--- src/sv/wsdu_pkg.sv ---
// ----------------------------------------------------------------------------
// WebSocket deframer package
// Types and constants shared by the parser, the queue and the output stage.
// ----------------------------------------------------------------------------
`default_nettype none

package wsdu_pkg;

   localparam int QUEUE_DEPTH = 2;
   localparam int QUEUE_AW    = (QUEUE_DEPTH > 1) ? $clog2(QUEUE_DEPTH) : 1;
   localparam int QUEUE_CW    = $clog2(QUEUE_DEPTH + 1);

   localparam logic [6:0] LEN16_CODE  = 7'd126;
   localparam logic [6:0] LEN64_CODE  = 7'd127;
   localparam logic [3:0] EXT16_BYTES = 4'd2;
   localparam logic [3:0] EXT64_BYTES = 4'd8;
   localparam logic [3:0] KEY_BYTES   = 4'd4;

   typedef struct packed {
      logic [7:0] data;
      logic [7:0] key;
      logic [3:0] opcode;
      logic       fin;
      logic       last;
      logic       empty;
   } cmd_type;

   typedef struct packed {
      logic full;
      logic not_empty;
   } queue_status_type;

endpackage

`default_nettype wire

--- src/sv/wsdu_parse.sv ---
// ----------------------------------------------------------------------------
// WebSocket deframer parser
// Walks the frame header, collects length and masking key, and turns each
// payload byte or empty frame into an item for the output queue.
// ----------------------------------------------------------------------------
`default_nettype none

module wsdu_parse
   import wsdu_pkg::*;
(
   input  wire logic       clock,
   input  wire logic       reset,
   input  wire logic       accept,
   input  wire logic [7:0] in_byte,
   output logic            push,
   output cmd_type         cmd
);

   localparam logic [2:0] PH_HDR0    = 3'd0;
   localparam logic [2:0] PH_HDR1    = 3'd1;
   localparam logic [2:0] PH_EXTLEN  = 3'd2;
   localparam logic [2:0] PH_KEY     = 3'd3;
   localparam logic [2:0] PH_PAYLOAD = 3'd4;

   logic [2:0]  phase_ff,   phase_in;
   logic [3:0]  opcode_ff,  opcode_in;
   logic        fin_ff,     fin_in;
   logic        masked_ff,  masked_in;
   logic        long_ff,    long_in;
   logic [3:0]  count_ff,   count_in;
   logic [63:0] remain_ff,  remain_in;
   logic [31:0] key_ff,     key_in;
   logic [1:0]  key_idx_ff, key_idx_in;

   logic [3:0]  count_next;
   logic [63:0] ext_len;
   logic [6:0]  len7;
   logic [7:0]  key_byte;

   assign count_next = count_ff + 4'd1;
   assign ext_len    = {remain_ff[55:0], in_byte};
   assign len7       = in_byte[6:0];

   always_comb begin
      case (key_idx_ff)
         2'd0: key_byte = key_ff[31:24];
         2'd1: key_byte = key_ff[23:16];
         2'd2: key_byte = key_ff[15:8];
         default: key_byte = key_ff[7:0];
      endcase
   end

   always_comb begin
      phase_in   = phase_ff;
      opcode_in  = opcode_ff;
      fin_in     = fin_ff;
      masked_in  = masked_ff;
      long_in    = long_ff;
      count_in   = count_ff;
      remain_in  = remain_ff;
      key_in     = key_ff;
      key_idx_in = key_idx_ff;
      push       = 1'b0;
      cmd.data   = 8'd0;
      cmd.key    = 8'd0;
      cmd.opcode = opcode_ff;
      cmd.fin    = fin_ff;
      cmd.last   = 1'b1;
      cmd.empty  = 1'b1;
      if (accept) begin
         case (phase_ff)
            PH_HDR1: begin
               masked_in  = in_byte[7];
               key_in     = 32'd0;
               key_idx_in = 2'd0;
               count_in   = 4'd0;
               if (len7 == LEN64_CODE) begin
                  long_in   = 1'b1;
                  remain_in = 64'd0;
                  phase_in  = PH_EXTLEN;
               end else if (len7 == LEN16_CODE) begin
                  long_in   = 1'b0;
                  remain_in = 64'd0;
                  phase_in  = PH_EXTLEN;
               end else begin
                  remain_in = {57'd0, len7};
                  if (in_byte[7]) begin
                     phase_in = PH_KEY;
                  end else if (len7 == 7'd0) begin
                     phase_in = PH_HDR0;
                     push     = 1'b1;
                  end else begin
                     phase_in = PH_PAYLOAD;
                  end
               end
            end
            PH_EXTLEN: begin
               remain_in = ext_len;
               count_in  = count_next;
               if (count_next >= (long_ff ? EXT64_BYTES : EXT16_BYTES)) begin
                  count_in = 4'd0;
                  if (masked_ff) begin
                     phase_in = PH_KEY;
                  end else if (ext_len == 64'd0) begin
                     phase_in = PH_HDR0;
                     push     = 1'b1;
                  end else begin
                     phase_in = PH_PAYLOAD;
                  end
               end
            end
            PH_KEY: begin
               key_in   = {key_ff[23:0], in_byte};
               count_in = count_next;
               if (count_next >= KEY_BYTES) begin
                  count_in = 4'd0;
                  if (remain_ff == 64'd0) begin
                     phase_in = PH_HDR0;
                     push     = 1'b1;
                  end else begin
                     phase_in = PH_PAYLOAD;
                  end
               end
            end
            PH_PAYLOAD: begin
               key_idx_in = key_idx_ff + 2'd1;
               remain_in  = remain_ff - 64'd1;
               push       = 1'b1;
               cmd.data   = in_byte;
               cmd.key    = key_byte;
               cmd.empty  = 1'b0;
               cmd.last   = (remain_ff == 64'd1);
               if (remain_ff == 64'd1) begin
                  phase_in = PH_HDR0;
               end
            end
            default: begin
               opcode_in = in_byte[3:0];
               fin_in    = in_byte[7];
               phase_in  = PH_HDR1;
            end
         endcase
      end
   end

   always_ff @(posedge clock) begin
      if (reset) begin
         phase_ff   <= PH_HDR0;
         opcode_ff  <= 4'd0;
         fin_ff     <= 1'b0;
         masked_ff  <= 1'b0;
         long_ff    <= 1'b0;
         count_ff   <= 4'd0;
         remain_ff  <= 64'd0;
         key_ff     <= 32'd0;
         key_idx_ff <= 2'd0;
      end else begin
         phase_ff   <= phase_in;
         opcode_ff  <= opcode_in;
         fin_ff     <= fin_in;
         masked_ff  <= masked_in;
         long_ff    <= long_in;
         count_ff   <= count_in;
         remain_ff  <= remain_in;
         key_ff     <= key_in;
         key_idx_ff <= key_idx_in;
      end
   end

endmodule

`default_nettype wire

--- src/sv/wsdu_queue.sv ---
// ----------------------------------------------------------------------------
// WebSocket deframer item queue
// A short first-in first-out queue between the parser and the output stage.
// ----------------------------------------------------------------------------
`default_nettype none

module wsdu_queue
   import wsdu_pkg::*;
(
   input  wire logic       clock,
   input  wire logic       reset,
   input  wire logic       push,
   input  wire cmd_type    push_cmd,
   input  wire logic       pop,
   output cmd_type         head,
   output queue_status_type status
);

   cmd_type             entry_ff [QUEUE_DEPTH];
   logic [QUEUE_AW-1:0] wr_ptr_ff, wr_ptr_in;
   logic [QUEUE_AW-1:0] rd_ptr_ff, rd_ptr_in;
   logic [QUEUE_CW-1:0] count_ff,  count_in;
   logic                do_push;
   logic                do_pop;

   assign status.full      = (count_ff == QUEUE_CW'(QUEUE_DEPTH));
   assign status.not_empty = (count_ff != '0);
   assign do_push          = push && !status.full;
   assign do_pop           = pop && status.not_empty;
   assign head             = entry_ff[rd_ptr_ff];

   always_comb begin
      wr_ptr_in = wr_ptr_ff;
      rd_ptr_in = rd_ptr_ff;
      count_in  = count_ff;
      if (do_push) begin
         wr_ptr_in = (wr_ptr_ff == QUEUE_AW'(QUEUE_DEPTH - 1)) ? '0 : wr_ptr_ff + 1'b1;
      end
      if (do_pop) begin
         rd_ptr_in = (rd_ptr_ff == QUEUE_AW'(QUEUE_DEPTH - 1)) ? '0 : rd_ptr_ff + 1'b1;
      end
      if (do_push && !do_pop) begin
         count_in = count_ff + 1'b1;
      end else if (do_pop && !do_push) begin
         count_in = count_ff - 1'b1;
      end
   end

   always_ff @(posedge clock) begin
      if (do_push) begin
         entry_ff[wr_ptr_ff] <= push_cmd;
      end
   end

   always_ff @(posedge clock) begin
      if (reset) begin
         wr_ptr_ff <= '0;
         rd_ptr_ff <= '0;
         count_ff  <= '0;
      end else begin
         wr_ptr_ff <= wr_ptr_in;
         rd_ptr_ff <= rd_ptr_in;
         count_ff  <= count_in;
      end
   end

endmodule

`default_nettype wire

--- src/sv/wsdu_emit.sv ---
// ----------------------------------------------------------------------------
// WebSocket deframer output stage
// Takes items from the queue, removes the mask and holds the result item
// until the receiver takes it.
// ----------------------------------------------------------------------------
`default_nettype none

module wsdu_emit
   import wsdu_pkg::*;
(
   input  wire logic       clock,
   input  wire logic       reset,
   input  wire cmd_type    head,
   input  wire logic       head_valid,
   output logic            pop,
   output logic            rsp_valid,
   input  wire logic       rsp_stall,
   output logic [7:0]      rsp_payload_byte,
   output logic [3:0]      rsp_frame_opcode,
   output logic            rsp_final_fragment,
   output logic            rsp_last_in_frame,
   output logic            rsp_empty_frame
);

   logic       valid_ff, valid_in;
   logic [7:0] data_ff;
   logic [3:0] opcode_ff;
   logic       fin_ff;
   logic       last_ff;
   logic       empty_ff;

   assign pop = head_valid && (!valid_ff || !rsp_stall);

   always_comb begin
      valid_in = valid_ff;
      if (pop) begin
         valid_in = 1'b1;
      end else if (!rsp_stall) begin
         valid_in = 1'b0;
      end
   end

   always_ff @(posedge clock) begin
      if (reset) begin
         valid_ff <= 1'b0;
      end else begin
         valid_ff <= valid_in;
      end
   end

   always_ff @(posedge clock) begin
      if (pop) begin
         data_ff   <= head.data ^ head.key;
         opcode_ff <= head.opcode;
         fin_ff    <= head.fin;
         last_ff   <= head.last;
         empty_ff  <= head.empty;
      end
   end

   assign rsp_valid          = valid_ff;
   assign rsp_payload_byte   = data_ff;
   assign rsp_frame_opcode   = opcode_ff;
   assign rsp_final_fragment = fin_ff;
   assign rsp_last_in_frame  = last_ff;
   assign rsp_empty_frame    = empty_ff;

endmodule

`default_nettype wire

--- src/sv/websocket_frame_deframer_unmask.sv ---
// ----------------------------------------------------------------------------
// WebSocket frame deframer and unmasker
// Takes a received WebSocket stream one byte per item and returns the
// unmasked payload bytes tagged with opcode, FIN and an end-of-frame mark.
// ----------------------------------------------------------------------------
// The block accepts one byte every clock cycle while req_stall is low. A
// payload byte, or the header byte that completes a zero-length frame, gives
// a result item through the queue and the output register; other header
// bytes give none. The parser pushes results into a two-entry queue ahead of
// the output register, so input is stalled only while that queue is full,
// and it fills only while the output register holds an item that the
// receiver stalls. The parser decrements its 64-bit length once per payload
// byte. No clearing pass is needed after reset.
`default_nettype none

module websocket_frame_deframer_unmask
   import wsdu_pkg::*;
(
   input  wire logic       clock,
   input  wire logic       reset,
   input  wire logic       req_valid,
   output logic            req_stall,
   input  wire logic [7:0] req_in_byte,
   output logic            rsp_valid,
   input  wire logic       rsp_stall,
   output logic [7:0]      rsp_payload_byte,
   output logic [3:0]      rsp_frame_opcode,
   output logic            rsp_final_fragment,
   output logic            rsp_last_in_frame,
   output logic            rsp_empty_frame
);

   logic             accept;
   logic             push;
   logic             pop;
   cmd_type          push_cmd;
   cmd_type          head;
   queue_status_type q_status;

   assign req_stall = q_status.full;
   assign accept    = req_valid && !req_stall;

   wsdu_parse u_parse (
      .clock   (clock),
      .reset   (reset),
      .accept  (accept),
      .in_byte (req_in_byte),
      .push    (push),
      .cmd     (push_cmd)
   );

   wsdu_queue u_queue (
      .clock    (clock),
      .reset    (reset),
      .push     (push),
      .push_cmd (push_cmd),
      .pop      (pop),
      .head     (head),
      .status   (q_status)
   );

   wsdu_emit u_emit (
      .clock              (clock),
      .reset              (reset),
      .head               (head),
      .head_valid         (q_status.not_empty),
      .pop                (pop),
      .rsp_valid          (rsp_valid),
      .rsp_stall          (rsp_stall),
      .rsp_payload_byte   (rsp_payload_byte),
      .rsp_frame_opcode   (rsp_frame_opcode),
      .rsp_final_fragment (rsp_final_fragment),
      .rsp_last_in_frame  (rsp_last_in_frame),
      .rsp_empty_frame    (rsp_empty_frame)
   );

endmodule

`default_nettype wire

--- config.mk ---
export PLATFORM = sky130hd
export DESIGN_NAME = websocket_frame_deframer_unmask
export DESIGN_NICKNAME = d
export VERILOG_FILES = /design/src/sv/wsdu_pkg.sv /design/src/sv/wsdu_parse.sv /design/src/sv/wsdu_queue.sv /design/src/sv/wsdu_emit.sv /design/src/sv/websocket_frame_deframer_unmask.sv
export SDC_FILE = /design/constraint.sdc
export NUM_CORES = 1
export LEC_CHECK = 0
export ABC_AREA = 1
export BUFFER_PORTS_ARGS = -buffer_cell sky130_fd_sc_hd__buf_2
export CORE_UTILIZATION = 51
export DETAILED_ROUTE_END_ITERATION = 16
export PLACE_DENSITY = 0.67
export SKIP_CTS_REPAIR_TIMING = 1
export SLEW_MARGIN = 0
export SYNTH_ARGS = -nofsm -noshare
export SYNTH_HDL_FRONTEND = slang
export SYNTH_SLANG_ARGS = --single-unit
export TNS_END_PERCENT = 10
--- constraint.sdc ---
create_clock -name clock -period 3.2 [get_ports clock]
set_clock_uncertainty 0.1 [all_clocks]
set_input_delay 0.64 -clock clock [delete_from_list [all_inputs] [get_ports clock]]
set_output_delay 0.64 -clock clock [all_outputs]
set_load 0.05 [all_outputs]
# Word-level counts from Yosys, hierarchy flattened
# Memories as Yosys holds them, arrays and structs flattened. A register that Yosys moved wholly into a read port is not among the register bits.
# Index checks and enable logic that the tools add are counted.
# totals
n_memories	1
latch_bits	0
word_cells	124
input_bits	12
regBits	132
rom_bits	0
ram_bits	46
output_inout_bits	17
# op_classes
magnitude_cmp	2
add_sub_neg	7
mux	48
n_div	0
n_mul	0
n_bitwise	2
n_reduce_logical	32
n_eq_ne	14
shift	0
# mem_list
memory	depth	word_bits	read_ports	rd_ports_with_merged_regs	wr	line	text
u_queue.entry_ff	2	23	1	1	1	wsdu_queue.sv:19	cmd_type entry_ff [QUEUE_DEPTH];
# op_table
operator	n
$pmux W64 S3	1
$logic_not A64 Y1	2
$eq A64 B1 Y1 const B	1
$mux W64	1
$pmux W32 S2	1
$sub A64 B1 Y64 const B	1
$mux W16	2
$mux W3	10
$pmux W8 S3	1
$mux W1	20
$eq A7 B7 Y1 const B	2
$mux W4	3
$pmux W3 S4	1
$pmux W4 S3	1
$reduce_and A2 Y1	6
$reduce_bool A2 Y1	5
$mux W2	4
$ne A2 B1 Y1 const B	4
$xor A8 B8 Y8	1
$logic_not A7 Y1	1
$mux W7	1
$eq A3 B2 Y1 const B	2
$logic_and A1 B1 Y1	6
$reduce_bool A3 Y1	2
19 further kinds	26

# Depth between registers and ports, before layout
# Gate-level depths: netlist of run 1.
# depth
word_depth	12
ltp_mapped	17
mapped_depth_nobuf	17

# Modules after synthesis
# A second synthesis of run 1 with hierarchy kept.
# hier_totals
cells_unflattened	1304
area_unflattened_um2	9641.7
# by_module_without_submodules
module	area_per_inst_um2	cells_per_inst	seq_area_each_um2	n_inst
wsdu_parse	7163.1	1166	2242.2	1
wsdu_queue	1906.8	108	1481.4	1
wsdu_emit	561.8	28	470.5	1
websocket_frame_deframer_unmask	10.0	2	0.0	1

# Worst setup path after synthesis of run 1
# Ideal clock, no wire load.
# synth_path
kind	reg-to-reg
startpoint	register u_parse.count_ff[0]
endpoint	memory u_queue.entry_ff[0][0] in the netlist's numbering (enable)
arrival_ps	2433
path_slack_ps	265
stages_incl_launch_ff	12
setup_ps	403
n_path_buf	0
period_less_slack_ps	2935
required_time_ps	2697
path_cell_list	dfxtp_1 ha_1 inv_1 ha_1 a21oi_1 nand2_1 nand2_1 a21oi_1 nand3_1 nand3_1 nand2_1 nor2_1
# synth_via
elab_chain_len	8
word_cells_on_any_way	10
cone_classes	1 x add/sub; 2 x order compare; 6 x mux; 1 x reduce/logical
# synth_lines
element	line	text
from (decl)	wsdu_parse.sv:30	logic [3:0] count_ff, count_in;
from (signal assigned)	wsdu_parse.sv:163	count_ff <= count_in;
$add A4 B1 Y4 (*)	wsdu_parse.sv:40	assign count_next = count_ff + 4'd1;
$ge A4 B3 Y1 / $ge A4 B4 Y1 (equally long branches)	wsdu_parse.sv:115, wsdu_parse.sv:100	
$mux W1, on equally long branches	wsdu_parse.sv:115, wsdu_parse.sv:100	
$pmux W1 S4 (*)	wsdu_parse.sv:71	case (phase_ff)
$mux W1 (*)	wsdu_parse.sv:70	if (accept) begin
$logic_and A1 B1 Y1 (*)	wsdu_queue.sv:28	assign do_push = push && !status.full;
$mux W1 (*)	wsdu_queue.sv:50	if (do_push) begin
$mux W1 (implied by the code) (*)	wsdu_queue.sv:51	entry_ff[wr_ptr_ff] <= push_cmd;
to (decl)	wsdu_queue.sv:19	
# Every way passes the cells marked *; elsewhere a longest branch is shown, timed or not.

# Worst setup path in the final report of run 1
# layout_path
startpoint	register u_parse.count_ff[0]
endpoint	register u_queue.count_ff[1]
# layout_via
elab_chain_len	9
word_cells_on_any_way	13
cone_classes	1 x add/sub; 2 x order compare; 5 x mux; 5 x reduce/logical
# layout_lines
element	line	text
$add A4 B1 Y4 (*)	wsdu_parse.sv:40	
$ge A4 B3 Y1 / $ge A4 B4 Y1 (equally long branches)	wsdu_parse.sv:115, wsdu_parse.sv:100	
$mux W1, on equally long branches	wsdu_parse.sv:115, wsdu_parse.sv:100	
$pmux W1 S4 (*)	wsdu_parse.sv:71	
$mux W1 (*)	wsdu_parse.sv:70	
$logic_and A1 B1 Y1 (*)	wsdu_queue.sv:28	
via u_queue.do_push	wsdu_queue.sv:23	logic do_push;
$logic_not A1 Y1	wsdu_queue.sv:44	end else if (do_pop && !do_push) begin
$logic_and A1 B1 Y1	wsdu_queue.sv:44	
$reduce_bool A2 Y1 (no line)	n/a	
to (signal assigned)	wsdu_queue.sv:63	count_ff <= count_in;
to (decl)	wsdu_queue.sv:22	logic [QUEUE_CW-1:0] count_ff, count_in;
# Mark *: on every way through the listed nets, which the timed path passes. The rest lies on a longest branch.
# A chain may end at the register's enable or synchronous reset.

==> summary.txt, run 1 <==
Drt
  – DRC: 0
  – Post-DRT Antenna Nets: 0
  – DR iter-0 viols: 993
  – Via count: 8829
  – Final wirelength: 25900 um
  – Post-DR vias/cell: 5.76
  – TritonRoute pass-1 iters: 5
  – Drt wl/cell: 16.9 um

Place
  – Final HPWL DP: 18000 um
  – Port bufs: 28
  – Placed cells: 1501
  – GPL Wtd Cong: 0.876

Clock network
  – CTS tree: built
  – Clock Path Buffers: 2
  – CTS clk-pin slew, worst paths: 0.09 ns
  – CTS Buf Count: 17
  – Insertion delay of the later-clocked pin in the worst-skew pair: 0.45 ns
  – H-tree Lvls: 4
  – Sink Count: 179
  – Clk root buf: clkbuf_16

Pwr
  – Leakage: 4.35 nW
  – Cell Pwr Density: 892 nW/um2
  – Total power draw: 0.00951 W
  – VDD IR max: 0.499 mV

Timing
  – Peak Freq: 375 MHz
  – Final setup TNS: 0 ns
  – Final Critical Period: 2.67 ns
  – Slew @ Worst Pin: 0.824 ns
  – RSZ-0062 raised after global routing: no
  – Final setup fails: 0
  – Worst rel slew slack: 0.445
  – Final period utilization: 0.833
  – Final hold viol count: 0
  – Slew Limit Fails: 0

GRT
  – First-pass GRT wire length: 42100 um
  – GR Overflow Total: 0
  – Pin count of the biggest net entering global routing: 66
  – GRT Total Usage: 0.273
  – Initial antenna violation count: 0
  – Number of global-route vias before repair: 7946

Die
  – Initial Utilization: 0.519
  – Die width: 140 um
  – Core Region: 18600 um2
  – Die H: 140 um
  – Full die area: 19500 um2
  – Rows: 50
  – Io pins: 29

Final layout
  – Layout overhead on the synthesized area: 10.1%
  – Non-Filler Instances: 1533
  – Share of cells above drive strength 1: 0.125
  – Fillcell total: 1762
  – Nets: 1309
  – Diode count: 0

Critical path
  – CP Cell Sequence: ha_1, inv_1, ha_1, a21oi_1, nand2_1, nand2_1, a21oi_1, nand3_1, nand3_1, nand2_1, inv_1, ha_1, a21oi_1, o21ai_0, o21ai_0, a21oi_1
  – Arr. time, crit path: 2.92 ns
  – R2R Setup Slk: 0.53 ns
  – Kind of start point of the critical path: flop
  – Critical path class: reg -> reg
  – Reg2Reg Launch Point: u_parse.count_ff[0]$_SDFFE_PP0P_
  – Worst setup path endpoint: u_queue.count_ff[1]$_SDFFE_PP0P_
  – Worst Setup End Kind: flop
  – Worst path required time: 3.45 ns
  – CP peak stage delay: 0.43 ns
  – Crit path top cell by count: a21oi_1
  – Worst R2R Path Depth: 16
  – Worst Setup SP: u_parse.count_ff[0]$_SDFFE_PP0P_
  – CP max stage cell: dfxtp_1
  – Worst Path Max Fanout: 6
  – FF-to-FF End: u_queue.count_ff[1]$_SDFFE_PP0P_

Logic synthesis
  – Ys flop type: dfxtp_1
  – Area leader, netlist: dfxtp_1
  – Syn Area/Cell: 7.59 um2
  – Total nets after synthesis: 1299
  – Post-synth EDFFs: 61
  – Top cell type's share of synthesized area: 0.244
  – Top-count cell post-synth: a21oi_1
  – Top cells by count, synth: 190 x a21oi_1, 179 x nand2_1, 156 x nor2_1
  – Largest cells by area after synthesis: dfxtp_1 24%, edfxtp_1 19%, a21oi_1 9.8%
  – Post-synthesis sequential area ratio: 0.433
  – Post-synth ARST share: 0
  – FF+latch count, synth: 179
  – Mapped Area: 9680 um2
  – Number of synthesis warnings: 0
  – Post-Synthesis Cells: 1276
  – Cell variety after synth: 45

Min path
  – Hold path depth: 3
  – HP Start: rsp_stall
  – Hold crit path type: in -> reg

Run status
  – Status: complete, no violations

Flow run
  – Maxcap violations: 0
[routing by layer]
metal  global-route usage  share of wire
met3               0.0372          0.067
met4               0.0735          0.012
met1                0.414           0.49
met2                0.406           0.43
met5                    0              0
[kinds of logic after synthesis]
family,count (synthesis),synth area share
adders and majority gates,11,0.0142
DFF,179,0.433
and+or+nand+nor,518,0.249
buffers and inverters,178,0.0739
AOI/OAI and AO/OA,365,0.205
xor gates and xnor gates,18,0.0163
muxes,7,0.00814
[sequential cells by signal (all words and copies together) (netlist names), 2 cells and up, named ones only]
register	cells
u_parse.count_ff	4
u_parse.opcode_ff	4
u_queue.entry_ff	46
u_parse.phase_ff	3
u_parse.remain_ff	64
u_queue.count_ff	2
u_emit.rsp_frame_opcode	4
u_parse.key_ff	32
u_emit.rsp_payload_byte	8
u_parse.key_idx_ff	2
[worst min path at each step]
stage | to | slack (ns)
6_report | u_emit.rsp_valid$_SDFFE_PP0P_ | 0.35
5_1_grt | u_emit.rsp_valid$_SDFFE_PP0P_ | 0.37
4_1_cts | u_emit.rsp_valid$_SDFFE_PP0P_ | 0.34
3_5_place_dp | u_queue.entry_ff[0][3]$_DFFE_PP_ | 0.34
3_3_place_gp | u_queue.entry_ff[0][3]$_DFFE_PP_ | 0.33
2_1_floorplan | u_queue.entry_ff[0][2]$_DFFE_PP_ | 0.32
[critical path, delay by kind of cell, from the launching register on]
family                   cells  cell delay (ns)
AND/OR/NAND/NOR              5             0.45
AO/OA/AOI/OAI                6             0.63
adder cells (fa/ha/maj)      3             0.79
buffers and inverters        2             0.17
flip-flops                   1             0.43
[cell type report]
type / count / area (um2) / share of cell area
multi-input combinational: 919 / 4790 / 0.449
sequential: 179 / 4190 / 0.393
inverter: 124 / 465 / 0.0437
clock buffer: 17 / 425 / 0.0399
timing repair buffer: 45 / 293 / 0.0275
tap: 234 / 293 / 0.0275
clock inverter: 15 / 206 / 0.0194
[cells in the final DEF, fill, tap and decap left out, types with 5 or more instances in the layout]
cell type,count
buf_2,28
edfxtp_1,61
nor3_1,11
inv_1,107
dfxtp_1,118
inv_2,16
nand2_1,179
inv_12,5
o21ai_0,113
nand4_1,14
clkbuf_16,17
mux2_2,7
nor2_4,12
o21bai_1,7
a21oi_1,190
nand2_2,9
ha_1,11
nor2_1,155
xor2_1,10
nand3_1,92
a221oi_1,9
or2_2,12
xnor2_1,8
nor2_2,13
a211oi_1,25
buf_4,15
[report_power, final]
group	internal, W	switching, W
Sequential	0.00277	0.000432
Combinational	0.00120	0.00290
Clock	0.00109	0.00112
[metrics by stage]
stage | cell area (um2) | util | setup slack, ns | hold WS, ns
after CTS | 10700 | 0.572 | 0.552 | 0.342
after global placement | 10000 | 0.538 | 0.539 | 0.332
after global routing | 10700 | 0.572 | 0.234 | 0.375
after detailed placement | 10000 | 0.538 | 0.467 | 0.342
final | 10700 | 0.572 | 0.534 | 0.350
after floorplan | 9680 | - | 0.265 | 0.320
No activity file was read; power rests on OpenSTA's default activity.
==> inputs of run 2 (changes only) <==
- ABC_AREA: 1 -> 0
- clock period: 3.2 -> 2.6 ns (I/O delays scaled with it)
==> run 2 against run 1 <==
Compared with the run above:
- the run now ends with DRC, setup timing left
- via count is 7.5% lower
- register-to-register slack lost 0.57 ns
- clock-buffer cell count stayed put
- sequential power is 2% higher
- cell area increased by 1.2%
- area after synthesis shrank 7.6%
- sequential share of layout area decreased by 0.38 points
- utilization increased by 5.4 points
- maximum frequency increased by 1.2%
- largest cell class unchanged
- largest power group is now sequential cells
==> summary.txt, run 2 <==
Run status
  – Status: finished, violations left (was complete, no violations)
  – Failing checks: DRC, setup timing

Critical path
  – FF-to-FF End: u_queue.count_ff[1]$_SDFFE_PP0P_ (unchanged)
  – Worst Path Buf+Inv: 0 (was 2)
  – CP max stage cell: dfxtp_4 (was dfxtp_1)
  – Critical path class: reg -> reg (unchanged)
  – CP delay by family, top: simple AND/OR/NAND/NOR gates (was adder cells)
  – Reg2Reg Launch Point: u_parse.count_ff[1]$_SDFFE_PP0P_ (was u_parse.count_ff[0]$_SDFFE_PP0P_)
  – CP peak stage delay: 0.38 ns (was 0.43 ns)
  – R2R Setup Slk: -0.03 ns (was 0.53 ns)
  – Worst R2R Path Depth: 12 (was 16)
  – Kind of start point of the critical path: flop (unchanged)
  – Arr. time, crit path: 2.90 ns (was 2.92 ns)
  – Worst Setup End Kind: flop (unchanged)
  – CP Cell Sequence: nand3_2, xnor2_2, ha_2, nor2_2, a41oi_2, nor4bb_2, o211ai_1, nand2_1, ha_1, xor2_1, or3_1, a21oi_1 (was ha_1, inv_1, ha_1, a21oi_1, nand2_1, nand2_1, a21oi_1, nand3_1, nand3_1, nand2_1, inv_1, ha_1, a21oi_1, o21ai_0, o21ai_0, a21oi_1)
  – Stages on worst setup path: 12 (was 16)
  – Worst path required time: 2.87 ns (was 3.45 ns)
  – Worst Path Max Fanout: 5 (was 6)

Timing
  – Final hold viol count: 0 (unchanged)
  – Slew @ Worst Pin: 0.676 ns (was 0.824 ns)
  – Final period utilization: 1.01 (was 0.833)
  – Final worst slack: -0.0350 ns (was 0.534 ns)
  – Slew Limit Fails: 0 (unchanged)
  – RSZ-0062 raised after global routing: yes (was no)
  – Peak Freq: 380 MHz (was 375 MHz)
  – Final setup TNS: -0.0350 ns (was 0 ns)
  – Final setup fails: 1 (was 0)
  – Final Critical Period: 2.63 ns (was 2.67 ns)
  – Worst rel slew slack: 0.549 (was 0.445)

Min path
  – Sink of the worst hold path: u_emit.rsp_valid$_SDFFE_PP0P_ (unchanged)
  – HP Start: rsp_stall (unchanged)
  – Hold crit path type: in -> reg (unchanged)
  – Hold path depth: 3 (unchanged)

Final layout
  – Share of cells above drive strength 1: 0.205 (was 0.125)
  – Max FFs per register: 64 (unchanged)
  – Finished Cell Area: 10800 um2 (was 10700 um2)
  – Top reg by flops: u_parse.remain_ff (unchanged)
  – Nets: 1100 (was 1309)
  – Most frequent cells in the layout: 126 x nor2_1, 115 x dfxtp_1, 107 x buf_4 (was 190 x a21oi_1, 179 x nand2_1, 155 x nor2_1)
  – Commonest non-fill, non-tap cell in the layout: nor2_1 (was a21oi_1)
  – Layout overhead on the synthesized area: 20.6% (was 10.1%)
  – Regs by FF count: u_parse.remain_ff (64), u_queue.entry_ff (46), u_parse.key_ff (32) (unchanged)

Drt
  – Drt wl/cell: 19.7 um (was 16.9 um)
  – DRC: 2 (was 0)
  – DR iter-0 viols: 901 (was 993)
  – Post-DRT Antenna Nets: 0 (unchanged)
  – Post-DR vias/cell: 6.20 (was 5.76)
  – TritonRoute pass-1 iters: 11 (was 5)
  – Final wirelength: 25900 um (about the same)
  – Via count: 8164 (was 8829)

Logic synthesis
  – Post-Synthesis Cells: 990 (was 1276)
  – Post-synth ARST share: 0 (unchanged)
  – Syn Area/Cell: 9.03 um2 (was 7.59 um2)
  – Top-count cell post-synth: nor2_1 (was a21oi_1)
  – Top cell type's share of synthesized area: 0.264 (was 0.244)
  – Ys flop type: dfxtp_1 (unchanged)
  – FF+latch count, synth: 179 (unchanged)
  – Mapped Area: 8940 um2 (was 9680 um2)
  – Top cells by count, synth: 130 x nor2_1, 118 x dfxtp_1, 73 x nand2_1 (was 190 x a21oi_1, 179 x nand2_1, 156 x nor2_1)
  – Number of synthesis warnings: 0 (unchanged)
  – Post-synthesis sequential area ratio: 0.469 (was 0.433)
  – Area leader, netlist: dfxtp_1 (unchanged)
  – Largest cells by area after synthesis: dfxtp_1 26%, edfxtp_1 20%, nor2_1 5.5% (was dfxtp_1 24%, edfxtp_1 19%, a21oi_1 9.8%)
  – Total nets after synthesis: 1013 (was 1299)
  – Cell variety after synth: 69 (was 45)
  – Post-synth EDFFs: 61 (unchanged)

Pwr
  – VDD IR max: 0.623 mV (was 0.499 mV)
  – Leakage: 3.93 nW (was 4.35 nW)
  – Cell Pwr Density: 808 nW/um2 (was 892 nW/um2)

Place
  – Placed inst area: 10100 um2 (was 10000 um2)
  – GPL Wtd Cong: 0.953 (was 0.876)
  – Final HPWL DP: 17500 um (was 18000 um)
  – Port bufs: 28 (unchanged)

Clock network
  – CTS tree: built (unchanged)
  – Clk root buf: clkbuf_16 (unchanged)
  – H-tree Lvls: 4 (unchanged)
  – CTS Buf Count: 17 (unchanged)
  – CTS clk-pin slew, worst paths: 0.07 ns (was 0.09 ns)
  – Insertion delay of the later-clocked pin in the worst-skew pair: 0.44 ns (was 0.45 ns)
  – Sink Count: 179 (unchanged)
  – Clock Path Buffers: 2 (unchanged)

Die
  – Die H: 134 um (was 140 um)
  – Full die area: 18100 um2 (was 19500 um2)
  – Core Region: 17200 um2 (was 18600 um2)
  – Die width: 134 um (was 140 um)
  – Io pins: 29 (unchanged)
  – Initial Utilization: 0.519 (about the same)
  – Rows: 48 (was 50)

GRT
  – First-pass GRT wire length: 41000 um (was 42100 um)
  – GRT Total Usage: 0.291 (was 0.273)
  – Initial antenna violation count: 0 (unchanged)
  – Number of global-route vias before repair: 7830 (was 7946)
  – GR Overflow Total: 0 (unchanged)
  – Pin count of the biggest net entering global routing: 52 (was 66)

Flow run
  – Maxcap violations: 0 (unchanged)
[run 2: cell families (layout without fill, tap and decap cells)]
group / Yosys count / count (layout) / share of synthesized area
compound gates: 273 / 273 / 0.208
xor+xnor: 27 / 27 / 0.0264
fa+ha+maj: 11 / 11 / 0.0154
buf+inv: 91 / 191 / 0.0395
flops: 179 / 179 / 0.469
mux: 19 / 19 / 0.0224
other cells: 0 / 1 / 0
simple gates: 390 / 390 / 0.220
[run 2: where the power goes]
part | internal (W) | switching, W
clock network | 0.00129 | 0.00128
registers | 0.00312 | 0.000138
logic | 0.00102 | 0.00188
[run 2: worst max-delay path by stage]
stage / endpoint / startpoint
after floorplan: u_queue.count_ff[1]$_SDFFE_PP0P_ / u_parse.count_ff[0]$_SDFFE_PP0P_
after global placement: u_queue.count_ff[1]$_SDFFE_PP0P_ / u_parse.count_ff[1]$_SDFFE_PP0P_
after detailed placement: u_queue.count_ff[1]$_SDFFE_PP0P_ / u_parse.count_ff[1]$_SDFFE_PP0P_
after CTS: u_queue.count_ff[1]$_SDFFE_PP0P_ / u_parse.count_ff[1]$_SDFFE_PP0P_
after global routing: u_queue.count_ff[1]$_SDFFE_PP0P_ / u_parse.count_ff[1]$_SDFFE_PP0P_
final: u_queue.count_ff[1]$_SDFFE_PP0P_ / u_parse.count_ff[1]$_SDFFE_PP0P_
[run 2: through the flow]
step                total power (W)  instances   util  setup slack (ns)  hold slack (ns)
CTS                         0.00862       1314  0.620           -0.0729            0.252
detailed placement          0.00607       1282  0.586           -0.0371            0.349
global placement            0.00603       1282  0.586            0.0223            0.338
finish                      0.00872       1316  0.626           -0.0350            0.258
global route                0.00909       1315  0.626            -0.137            0.266
floorplan                   0.00506        990      -            -0.150            0.325
[run 2: area by class of cell]
type / count / area, um2
antenna: 1 / 2.50
clock buffer: 17 / 425
clock inverter: 15 / 170
fill: 1453 / 6450
inverter: 20 / 75.1
multi-input combinational: 720 / 4590
sequential: 179 / 4200
tap: 225 / 282
timing repair buffer: 139 / 1040
[run 2: routing by layer]
metal | GRT usage | vias to the layer above | wire [um]
met5 | 0 | - | 0
met4 | 0.0905 | 0 | 454
met3 | 0.0563 | 43 | 1570
met2 | 0.489 | 297 | 12800
met1 | 0.376 | 3909 | 11100
li1 | - | 3915 | -
[run 2: worst reg2reg max path, delay by kind of cell (launching register included)]
family,cells,cell delay (ns)
AND/OR/NAND/NOR,5,0.81
adder cells (fa/ha/maj),2,0.51
AO/OA/AOI/OAI,3,0.42
flip-flops,1,0.38
XOR/XNOR,2,0.34
==> inputs of run 3 (changes only) <==
- BUFFER_PORTS_ARGS: -buffer_cell sky130_fd_sc_hd__buf_2 -> unset
- DONT_BUFFER_PORTS: unset -> 1
- PLACE_DENSITY: 0.67 -> 0.66
==> run 3 against run 2 <==
Compared with the run above:
- the run now ends clean
- via count up 0.71%
- utilization down 1.2 points
- global-route usage down 0.19 points
- clock-buffer cell count unchanged
- non-clock buffer count down 34
- die area unchanged
- flip-flop and latch count unchanged
- clock power about the same
==> summary.txt, run 3 (synthesis gave the netlist of run 2 again) <==
Clock network
  – Sink Count: 179 (unchanged)
  – CTS Buf Count: 17 (unchanged)
  – H-tree Lvls: 4 (unchanged)
  – Insertion delay of the later-clocked pin in the worst-skew pair: 0.44 ns (about the same)
  – CTS tree: built (unchanged)
  – CTS clk-pin slew, worst paths: 0.08 ns (was 0.07 ns)
  – Clk root buf: clkbuf_16 (unchanged)
  – Clock Path Buffers: 2 (unchanged)

Final layout
  – Share of cells above drive strength 1: 0.178 (was 0.205)
  – Non-Filler Instances: 1281 (was 1316)
  – Regs by FF count: u_parse.remain_ff (64), u_queue.entry_ff (46), u_parse.key_ff (32) (unchanged)
  – Top reg by flops: u_parse.remain_ff (unchanged)
  – Layout overhead on the synthesized area: 18.4% (was 20.6%)
  – Nets: 1066 (was 1100)
  – Max FFs per register: 64 (unchanged)
  – Diode count: 0 (was 1)
  – Commonest non-fill, non-tap cell in the layout: nor2_1 (unchanged)
  – Most frequent cells in the layout: 127 x nor2_1, 115 x dfxtp_1, 100 x buf_4 (was 126 x nor2_1, 115 x dfxtp_1, 107 x buf_4)

Critical path
  – CP Cell Sequence: or3_4, or4_4, nor4_4, o211ai_1, nand2_1, ha_2, xor2_1, or3_1, a21oi_2 (was nand3_2, xnor2_2, ha_2, nor2_2, a41oi_2, nor4bb_2, o211ai_1, nand2_1, ha_1, xor2_1, or3_1, a21oi_1)
  – CP peak stage delay: 0.50 ns (was 0.38 ns)
  – R2R Setup Slk: 0.01 ns (was -0.03 ns)
  – Worst path required time: 2.88 ns (was 2.87 ns)
  – Arr. time, crit path: 2.86 ns (was 2.90 ns)
  – Worst Setup End Kind: flop (unchanged)
  – Worst Path Max Fanout: 2 (was 5)
  – Critical path class: reg -> reg (unchanged)
  – Worst Path Buf+Inv: 0 (unchanged)
  – CP max stage cell: or4_4 (was dfxtp_4)
  – Kind of start point of the critical path: flop (unchanged)
  – CP delay by family, top: simple AND/OR/NAND/NOR gates (unchanged)

Drt
  – Post-DRT Antenna Nets: 0 (unchanged)
  – TritonRoute pass-1 iters: 5 (was 11)
  – Final wirelength: 25400 um (was 25900 um)
  – DR iter-0 viols: 995 (was 901)
  – Drt wl/cell: 19.8 um (was 19.7 um)
  – Via count: 8222 (was 8164)
  – Post-DR vias/cell: 6.42 (was 6.20)
  – DRC: 0 (was 2)

GRT
  – First-pass GRT wire length: 40600 um (was 41000 um)
  – Number of global-route vias before repair: 7705 (was 7830)
  – Pin count of the biggest net entering global routing: 114 (was 52)
  – Initial antenna violation count: 0 (unchanged)
  – GR Overflow Total: 0 (unchanged)
  – GRT Total Usage: 0.289 (was 0.291)

Pwr
  – Part of the power in registers: 0.416 (was 0.373)
  – Clk pwr share: 0.300 (was 0.295)
  – Combinational Power Share: 0.284 (was 0.332)
  – Internal power: 0.00535 W (was 0.00543 W)
  – Cell Pwr Density: 804 nW/um2 (was 808 nW/um2)
  – Leakage: 3.80 nW (was 3.93 nW)
  – VDD IR max: 0.590 mV (was 0.623 mV)
  – Sw Share: 0.371 (was 0.378)
  – Total power draw: 0.00851 W (was 0.00872 W)
  – P_sw: 0.00316 W (was 0.00330 W)

Die
  – Die width: 134 um (unchanged)
  – Full die area: 18100 um2 (unchanged)
  – Rows: 48 (unchanged)
  – Core Region: 17200 um2 (unchanged)
  – Die H: 134 um (unchanged)
  – Initial Utilization: 0.519 (unchanged)
  – Io pins: 29 (unchanged)

Flow run
  – Maxcap violations: 0 (unchanged)

Run status
  – Status: complete, no violations (was finished, violations left)

Timing
  – RSZ-0062 raised after global routing: yes (unchanged)
  – Final hold viol count: 0 (unchanged)
  – Final Critical Period: 2.59 ns (was 2.63 ns)
  – Final period utilization: 0.995 (was 1.01)
  – Peak Freq: 387 MHz (was 380 MHz)
  – Final setup fails: 0 (was 1)
  – Worst rel slew slack: 0.549 (about the same)
  – Slew @ Worst Pin: 0.676 ns (about the same)
  – Slew Limit Fails: 0 (unchanged)

Place
  – GPL Wtd Cong: 0.959 (was 0.953)
  – Placed cells: 1246 (was 1282)
  – Port bufs: 0 (was 28)
  – Final HPWL DP: 16800 um (was 17500 um)

Min path
  – Hold crit path type: in -> reg (unchanged)
[run 3: cell types whose count changed in the layout (fill, tap and decap cells not counted), sizes merged]
cell    change
inv         +1
buf        -35
clkbuf      +1
clkinv      -1
diode       -1
[run 3: final timing paths]
| check | start | to | depth (start not counted) |
|---|---|---|---|
| max | u_parse.remain_ff[27]$_SDFFE_PP0P_ | u_queue.count_ff[1]$_SDFFE_PP0P_ | 9 |
| min | reset | u_parse.remain_ff[37]$_SDFFE_PP0P_ | 1 |
| max reg2reg | u_parse.remain_ff[27]$_SDFFE_PP0P_ | u_queue.count_ff[1]$_SDFFE_PP0P_ | 9 |
| min reg2reg | u_parse.opcode_ff[2]$_SDFFE_PP0P_ | u_queue.entry_ff[0][5]$_DFFE_PP_ | 0 |
[run 3: area by class of cell]
class | instances | area, um2
clock buffers | 17 | 425
fillers | 1453 | 6650
clock inverters | 15 | 168
flip-flops and latches | 179 | 4200
inverters | 20 | 75.1
multi-input cells | 720 | 4580
repair buffers | 105 | 856
well taps | 225 | 282
[run 3: through the flow]
stage / util / area (um2) / hold slack, ns / TNS [ns] / worst slack, ns
after floorplan: - / 9060 / 0.325 / -6.10 / -0.150
after global placement: 0.573 / 9880 / 0.342 / 0 / 0.0301
after detailed placement: 0.573 / 9880 / 0.344 / 0 / 0.00648
after CTS: 0.608 / 10500 / 0.0394 / -0.00575 / -0.00575
after global routing: 0.614 / 10600 / 0.0326 / -0.923 / -0.121
final: 0.614 / 10600 / 0.0470 / 0 / 0.0138
[run 3: power groups by stage]
stage,Clock (W),Sequential [W],Combinational (W)
after floorplan,0,0.00357,0.00149
after global placement,0,0.00360,0.00229
after detailed placement,0,0.00361,0.00230
after CTS,0.00259,0.00355,0.00232
after global routing,0.00269,0.00357,0.00262
final,0.00255,0.00354,0.00242
[run 3: metal layers]
layer,routed length (um),GRT usage
met5,0,0
met4,663,0.104
met3,1920,0.0548
met2,12200,0.476
met1,10600,0.377
[run 3: worst reg2reg max path, delay by kind of cell (launching register included)]
family | cells | cell delay, ns
xor+xnor | 1 | 0.07
flops | 1 | 0.31
simple gates | 5 | 1.55
fa+ha+maj | 1 | 0.17
compound gates | 2 | 0.32
